==> src/rtl/bcd_pkg.sv <==
// ----------------------------------------------------------------------------
// bcd_pkg: shared definitions for the button click decoder
// Widths, register indexes and reset values, event codes and the
// configuration bundle passed from the register file to the core.
// ----------------------------------------------------------------------------
package bcd_pkg;

    // Field and bus widths
    localparam int TIMER_W    = 24;
    localparam int DEB_W      = 16;
    localparam int CLICK_W    = 2;
    localparam int EVENT_W    = 2;
    localparam int CFG_IDX_W  = 2;
    localparam int CFG_DATA_W = 24;
    localparam int TDATA_W    = 8;

    localparam logic [TIMER_W-1:0] TIMER_MAX = {TIMER_W{1'b1}};

    // Configuration register indexes
    localparam logic [CFG_IDX_W-1:0] CFG_DEBOUNCE   = 2'd0;
    localparam logic [CFG_IDX_W-1:0] CFG_LONG_HOLD  = 2'd1;
    localparam logic [CFG_IDX_W-1:0] CFG_CLICK_WIN  = 2'd2;

    // Configuration reset values
    localparam logic [DEB_W-1:0]   DEBOUNCE_RST  = 16'd100;
    localparam logic [TIMER_W-1:0] LONG_HOLD_RST = 24'd100000;
    localparam logic [TIMER_W-1:0] CLICK_WIN_RST = 24'd15000;

    // Event codes
    localparam logic [EVENT_W-1:0] EV_NONE   = 2'd0;
    localparam logic [EVENT_W-1:0] EV_SINGLE = 2'd1;
    localparam logic [EVENT_W-1:0] EV_DOUBLE = 2'd2;
    localparam logic [EVENT_W-1:0] EV_TRIPLE = 2'd3;

    // Click count that ends a burst at once
    localparam logic [CLICK_W-1:0] CLICKS_TRIPLE = 2'd3;

    // Register file contents as seen by the core
    typedef struct packed {
        logic [DEB_W-1:0]   settle_ticks;
        logic [TIMER_W-1:0] long_hold_ticks;
        logic [TIMER_W-1:0] click_window_ticks;
    } cfg_t;

endpackage

==> src/rtl/bcd_cfg_regs.sv <==
// ----------------------------------------------------------------------------
// bcd_cfg_regs: configuration register file
// Holds debounce, long-hold and click-window settings; write only.
// ----------------------------------------------------------------------------
module bcd_cfg_regs (
    input  logic                          aclk,
    input  logic                          aresetn,
    input  logic                          cfg_wen,
    input  logic [bcd_pkg::CFG_IDX_W-1:0]  cfg_index,
    input  logic [bcd_pkg::CFG_DATA_W-1:0] cfg_wdata,
    output bcd_pkg::cfg_t                  cfg
);
    import bcd_pkg::*;

    cfg_t cfg_reg;

    // Update the addressed register; unknown indexes are dropped
    always_ff @(posedge aclk) begin
        if (!aresetn) begin
            cfg_reg.settle_ticks       <= DEBOUNCE_RST;
            cfg_reg.long_hold_ticks    <= LONG_HOLD_RST;
            cfg_reg.click_window_ticks <= CLICK_WIN_RST;
        end else if (cfg_wen) begin
            unique case (cfg_index)
                CFG_DEBOUNCE:  cfg_reg.settle_ticks       <= cfg_wdata[DEB_W-1:0];
                CFG_LONG_HOLD: cfg_reg.long_hold_ticks    <= cfg_wdata[TIMER_W-1:0];
                CFG_CLICK_WIN: cfg_reg.click_window_ticks <= cfg_wdata[TIMER_W-1:0];
                default: ;
            endcase
        end
    end

    assign cfg = cfg_reg;

endmodule

==> src/rtl/bcd_core.sv <==
// ----------------------------------------------------------------------------
// bcd_core: click state machine and result register
// Advances the debounce / click / long-hold machine once per accepted
// request and holds the resulting event code until it is taken.
// ----------------------------------------------------------------------------
module bcd_core (
    input  logic                        aclk,
    input  logic                        aresetn,
    input  bcd_pkg::cfg_t               cfg,
    input  logic                        s_tvalid,
    output logic                        s_tready,
    input  logic                        pin_level,
    output logic                        m_tvalid,
    input  logic                        m_tready,
    output logic [bcd_pkg::EVENT_W-1:0] event_code
);
    import bcd_pkg::*;

    typedef enum logic [2:0] {
        IDLE          = 3'd0,
        DEB_PRESS     = 3'd1,
        PRESSED       = 3'd2,
        DEB_RELEASE   = 3'd3,
        WAIT_NEXT     = 3'd4,
        LONG          = 3'd5,
        DEB_LONG_REL  = 3'd6
    } mode_t;

    mode_t               mode_reg, mode_next;
    logic [TIMER_W-1:0]  hold_reg, hold_next;
    logic [TIMER_W-1:0]  window_reg, window_next;
    logic [CLICK_W-1:0]  clicks_reg, clicks_next;
    logic                m_valid_reg, m_valid_next;
    logic [EVENT_W-1:0]  event_reg, event_next;

    logic                s_accept;
    logic [TIMER_W-1:0]  hold_inc;
    logic [CLICK_W-1:0]  clicks_inc;
    logic [TIMER_W-1:0]  debounce_ext;
    logic [EVENT_W-1:0]  ev;

    // Accept while the result slot is empty or being emptied
    assign s_tready = !m_valid_reg || m_tready;
    assign s_accept = s_tvalid && s_tready;

    assign hold_inc     = (hold_reg == TIMER_MAX) ? hold_reg : hold_reg + 1'b1;
    assign clicks_inc   = clicks_reg + 1'b1;
    assign debounce_ext = {{(TIMER_W-DEB_W){1'b0}}, cfg.settle_ticks};

    // Next state for one sampled level
    always_comb begin
        mode_next   = mode_reg;
        hold_next   = hold_reg;
        window_next = window_reg;
        clicks_next = clicks_reg;
        ev          = EV_NONE;

        // Window timer runs ahead of the mode update, capped at the window
        if (clicks_reg != '0 && mode_reg != PRESSED
                && window_reg < cfg.click_window_ticks) begin
            window_next = window_reg + 1'b1;
        end

        unique case (mode_reg)
            IDLE: begin
                clicks_next = '0;
                if (pin_level) begin
                    mode_next = DEB_PRESS;
                    hold_next = '0;
                end
            end
            DEB_PRESS: begin
                if (pin_level) begin
                    hold_next = hold_inc;
                    if (hold_inc >= debounce_ext) begin
                        mode_next = PRESSED;
                        hold_next = '0;
                    end
                end else begin
                    mode_next = (clicks_reg != '0) ? WAIT_NEXT : IDLE;
                end
            end
            PRESSED: begin
                if (pin_level) begin
                    hold_next = hold_inc;
                    if (hold_inc > cfg.long_hold_ticks) begin
                        clicks_next = '0;
                        mode_next   = LONG;
                        hold_next   = '0;
                    end
                end else begin
                    mode_next = DEB_RELEASE;
                    hold_next = '0;
                end
            end
            DEB_RELEASE: begin
                if (!pin_level) begin
                    hold_next = hold_inc;
                    if (hold_inc >= debounce_ext) begin
                        clicks_next = clicks_inc;
                        if (clicks_inc == CLICKS_TRIPLE) begin
                            ev        = EV_TRIPLE;
                            mode_next = IDLE;
                        end else begin
                            window_next = '0;
                            mode_next   = WAIT_NEXT;
                        end
                    end
                end else begin
                    // Glitch during release: back to pressed; the hold count carries on from the release debounce count
                    mode_next = PRESSED;
                end
            end
            WAIT_NEXT: begin
                if (pin_level) begin
                    mode_next = DEB_PRESS;
                    hold_next = '0;
                end else if (window_next >= cfg.click_window_ticks) begin
                    ev        = clicks_reg;
                    mode_next = IDLE;
                end
            end
            LONG: begin
                if (!pin_level) begin
                    mode_next = DEB_LONG_REL;
                    hold_next = '0;
                end
            end
            DEB_LONG_REL: begin
                if (!pin_level) begin
                    hold_next = hold_inc;
                    if (hold_inc >= debounce_ext) begin
                        mode_next = IDLE;
                    end
                end else begin
                    mode_next = LONG;
                end
            end
            default: begin
                mode_next = IDLE;
            end
        endcase
    end

    // Result slot: load on accept, drop once taken
    always_comb begin
        m_valid_next = m_valid_reg;
        event_next   = event_reg;
        if (s_accept) begin
            m_valid_next = 1'b1;
            event_next   = ev;
        end else if (m_tready) begin
            m_valid_next = 1'b0;
        end
    end

    // Hold state and registered outputs
    always_ff @(posedge aclk) begin
        if (!aresetn) begin
            mode_reg    <= IDLE;
            hold_reg    <= '0;
            window_reg  <= '0;
            clicks_reg  <= '0;
            m_valid_reg <= 1'b0;
        end else begin
            if (s_accept) begin
                mode_reg   <= mode_next;
                hold_reg   <= hold_next;
                window_reg <= window_next;
                clicks_reg <= clicks_next;
            end
            m_valid_reg <= m_valid_next;
        end
        event_reg <= event_next;
    end

    assign m_tvalid   = m_valid_reg;
    assign event_code = event_reg;

endmodule

==> src/rtl/button_click_decoder.sv <==
// ----------------------------------------------------------------------------
// button_click_decoder: debounced multi-click and long-press detector
// One sampled button level in, one event code out per request.
// ----------------------------------------------------------------------------
//
//  Channel  | Direction | Payload                         | Handshake
//  ---------+-----------+---------------------------------+------------------
//  s_       | in        | tdata[0] pin_level              | tvalid / tready
//  m_       | out       | tdata[1:0] event_code           | tvalid / tready
//  cfg_     | in        | cfg_index, cfg_wdata            | cfg_wen, no wait
//
//  One request per cycle unless stalled; its event code is registered.
//  The state update and the result register form the only stage.
//  Synchronous active-low reset restores idle and the default settings.
//  s_tready drops only while a result waits and m_tready is low.
// ----------------------------------------------------------------------------
module button_click_decoder (
    input  logic                           aclk,
    input  logic                           aresetn,
    // Configuration
    input  logic                           cfg_wen,
    input  logic [bcd_pkg::CFG_IDX_W-1:0]  cfg_index,
    input  logic [bcd_pkg::CFG_DATA_W-1:0] cfg_wdata,
    // Sampled level
    input  logic                           s_tvalid,
    output logic                           s_tready,
    input  logic [bcd_pkg::TDATA_W-1:0]    s_tdata,   // [0] pin_level, rest zero
    // Events
    output logic                           m_tvalid,
    input  logic                           m_tready,
    output logic [bcd_pkg::TDATA_W-1:0]    m_tdata    // [1:0] event_code, rest zero
);
    import bcd_pkg::*;

    cfg_t               cfg;
    logic [EVENT_W-1:0] event_code;

    bcd_cfg_regs u_cfg (
        .aclk      (aclk),
        .aresetn   (aresetn),
        .cfg_wen   (cfg_wen),
        .cfg_index (cfg_index),
        .cfg_wdata (cfg_wdata),
        .cfg       (cfg)
    );

    bcd_core u_core (
        .aclk       (aclk),
        .aresetn    (aresetn),
        .cfg        (cfg),
        .s_tvalid   (s_tvalid),
        .s_tready   (s_tready),
        .pin_level  (s_tdata[0]),
        .m_tvalid   (m_tvalid),
        .m_tready   (m_tready),
        .event_code (event_code)
    );

    // Pad the event code to a whole byte
    assign m_tdata = {{(TDATA_W-EVENT_W){1'b0}}, event_code};

endmodule

==> config.mk <==
export PLATFORM = sky130hd
export DESIGN_NAME = button_click_decoder
export DESIGN_NICKNAME = d
export VERILOG_FILES = /design/src/rtl/bcd_pkg.sv /design/src/rtl/bcd_cfg_regs.sv /design/src/rtl/bcd_core.sv /design/src/rtl/button_click_decoder.sv
export SDC_FILE = /design/constraint.sdc
export NUM_CORES = 1
export LEC_CHECK = 0
export BUFFER_PORTS_ARGS = -buffer_cell sky130_fd_sc_hd__buf_2
export CAP_MARGIN = 10
export CORE_ASPECT_RATIO = 0.8
export CORE_MARGIN = 5
export CORE_UTILIZATION = 30
export CTS_BUF_LIST = sky130_fd_sc_hd__clkbuf_4 sky130_fd_sc_hd__clkbuf_8 sky130_fd_sc_hd__clkbuf_16
export CTS_CLUSTER_DIAMETER = 60
export DETAILED_ROUTE_END_ITERATION = 10
export PLACE_DENSITY = 0.52
export SYNTH_ARGS = -nofsm -noshare
export SYNTH_HDL_FRONTEND = slang
export SYNTH_SLANG_ARGS = --single-unit
export TNS_END_PERCENT = 50
==> constraint.sdc <==
create_clock -name aclk -period 7.3 [get_ports aclk]
set_input_delay 1.46 -clock aclk [delete_from_list [all_inputs] [get_ports aclk]]
set_output_delay 1.46 -clock aclk [all_outputs]
set_load 0.02 [all_outputs]
==> reports/qor.txt <==
Worst Setup Path Type - reg2reg
Final TNS setup - 0 ns
WL met2 - 9010 um
multi-input logic area - 5330 um2
CTS root buf - clkbuf_16
DRC Markers - 0
Largest register FFs - 64
unrepaired setup endpoints after global routing - no
WL/cell - 16.5 um
GPL Wtd Cong - 0.823
CTS tree - yes
vias - 7235
final wirelength - 23200 um
die width - 195 um
Hold WC Path Type - reg2reg
Post-synth top flop - dfxtp_1
M1 WL - 13100 um
placed wire-length estimate - 17200 um
Rel. slew slack - 22.5%
initial DRC count - 496
total CTS buffers - 17
top sig layer - met4
Resized cells post-CTS - 0
crit path capture type - flip-flop
Synth Cell Area - 8240 um2
io pins - 49
largest net degree at the start of global routing - 87
DR pass1 iterations - 5
Pwr Total - 1.76 mW
final setup fails - 0
Startpoint Class - flip-flop
Max Cap Viol - 0
area of the core - 27200 um2
Worst-Margin Slew - 1.15 ns
Clock Skews - 0.0110 ns
CP max FO - 18
most common cell after layout, fill and taps aside - nand2_1
pre-CTS WS - 1.19 ns
average size of a mapped cell - 8.12 um2
Port Buf Inserts - 35
filler instances - 2902
Slew Limit Fails - 0
NumNets Final - 1161
hold_buf cts - 0
utilization after layout - 34.5%
Seq/Total Area, Yosys - 29.4%
grt ovf - 0
worst vdd ir - 0.153 mV
Post-CTS Setup Bufs - 0
Critical Path AT - 6.50 ns
Post-synth EDFFs - 2
top achievable clock speed - 0.162 GHz
Period Utilization, post-route - 84.4%
Sinks on Clock Net - 120
DIE HEIGHT - 158 um
initial core utilization - 30.3%
Final Critical Period - 6.16 ns
leakage - 3.90 nW
top-area cell type share of the netlist area - 28.7%
synth top area cells - dfxtp_1 (29%), ha_1 (14%), nand2_1 (7.4%), a21boi_0 (4.6%), inv_1 (3.3%)
area leader, netlist - dfxtp_1
Worst-path clk slew - 0.06 ns
outcome - completed
final hold vios - 0
fraction of layout instances using a drive strength above 1 - 10.2%
register cell area after layout - 2420 um2
Worst Setup Slack, final - 1.14 ns
diode count - 0
#FFs+latches synth - 120
die area - 30900 um2
Vias/cell - 5.14
first-pass GRT wire length - 37300 um
Yosys cell types - 74
Clock Tree Buf Depth - 2
gr usage total - 15.1%
async set-reset flop share out of synthesis - 0%
# rows - 54
antenna-violating nets left - 0
initial antenna violation count - 0
commonest cells after routing, fill and taps aside - nand2_1 (163), dfxtp_1 (118), ha_1 (91)
area grow syn2layout - 13.7%
Clock H-tree levels - 4
clock latency on the worst-skew pair - 0.43 ns
vias in the first global route - 6674
Synth Warn # - 0
Worst EP required - 7.64 ns
post-synthesis cell count - 1015
Cell Pwr Density - 188 nW/um2
met3 wire length - 858 um
[logic make-up after synthesis]
group                      Yosys count  share of synthesized area, %
DFF                                120                          29.4
AOI/OAI and AO/OA                  258                          22.6
other                                1                        0.0455
muxes                                4                         0.577
and+or+nand+nor                    368                          22.1
buffers and inverters              125                          6.33
adders and majority gates           91                          13.8
xor gates and xnor gates            48                          5.10
[power breakdown]
group,internal [mW],switching [mW]
clock,0.607,0.337
sequential,0.672,0.0106
combinational,0.0465,0.0913
total,1.33,0.439
[path summary, 6_finish.rpt]
path	from	to	slack, ns	cells after the start
setup / recovery	u_core.hold_reg[18]	u_core.hold_reg[19]	1.14	16
hold / removal	u_cfg.cfg[49]	u_cfg.cfg[49]	0.47	2
setup reg to reg	u_core.hold_reg[18]	u_core.hold_reg[19]	1.14	16
hold reg to reg	u_cfg.cfg[49]	u_cfg.cfg[49]	0.47	2
[synth_stat cells, types with 3 or more instances]
cell,n
a211oi_1,9
a21boi_0,50
a21o_1,28
a21oi_1,35
a22o_1,9
a22oi_1,20
a31o_2,4
a31oi_1,15
and2_1,8
and3_1,18
and4_1,3
buf_2,9
buf_4,7
clkbuf_1,31
dfxtp_1,118
ha_1,91
inv_1,73
nand2_1,163
nand2b_1,9
nand3_1,26
nand3b_1,3
nand4_1,27
nor2_1,43
nor2b_1,24
nor3_1,9
o211ai_1,22
o21a_1,4
o21ai_0,31
o31ai_1,3
o31ai_2,4
o41ai_1,3
or2_2,3
or3_1,10
or4_1,6
xnor2_1,22
xor2_1,26
[layer usage]
| metal | up-vias | GRT usage, % |
|---|---|---|
| met1 | 3443 | 24.3 |
| met3 | 15 | 2.43 |
| met2 | 140 | 20.5 |
| met5 | - | 0 |
| met4 | 0 | 4.05 |
| li1 | 3637 | - |
[worst max-delay path, cell delays in order, from the launching register on]
cell	delay, ns
dfxtp_1	0.53
nand4_1	0.29
or4_1	0.60
nor3_1	0.64
nor2_1	0.27
nand2_1	0.23
nor3_1	0.08
xor2_1	0.31
ha_1	0.32
a21o_1	0.17
a21oi_1	0.36
nor3_1	0.08
a2111oi_0	0.82
nand4_1	0.29
a31oi_4	0.65
nand2_4	0.18
o31ai_2	0.23
[per-stage QoR]
stage	area, um2	hold WS [ns]	std cells
4_1_cts	9370	0.468	1408
2_1_floorplan	8260	0.443	1020
3_5_place_dp	8720	0.459	1376
3_3_place_gp	8720	0.451	1376
6_report	9370	0.466	1408
5_1_grt	9370	0.484	1408
[area by class of cell]
cell class	count	area share (%)
clock buffers	17	4.54
multi-input cells	775	56.9
clock inverters	15	2.39
repair buffers	43	2.51
flip-flops and latches	120	25.9
inverters	74	2.96
well taps	364	4.86
Note: power is estimated with default switching activity, not from simulation.
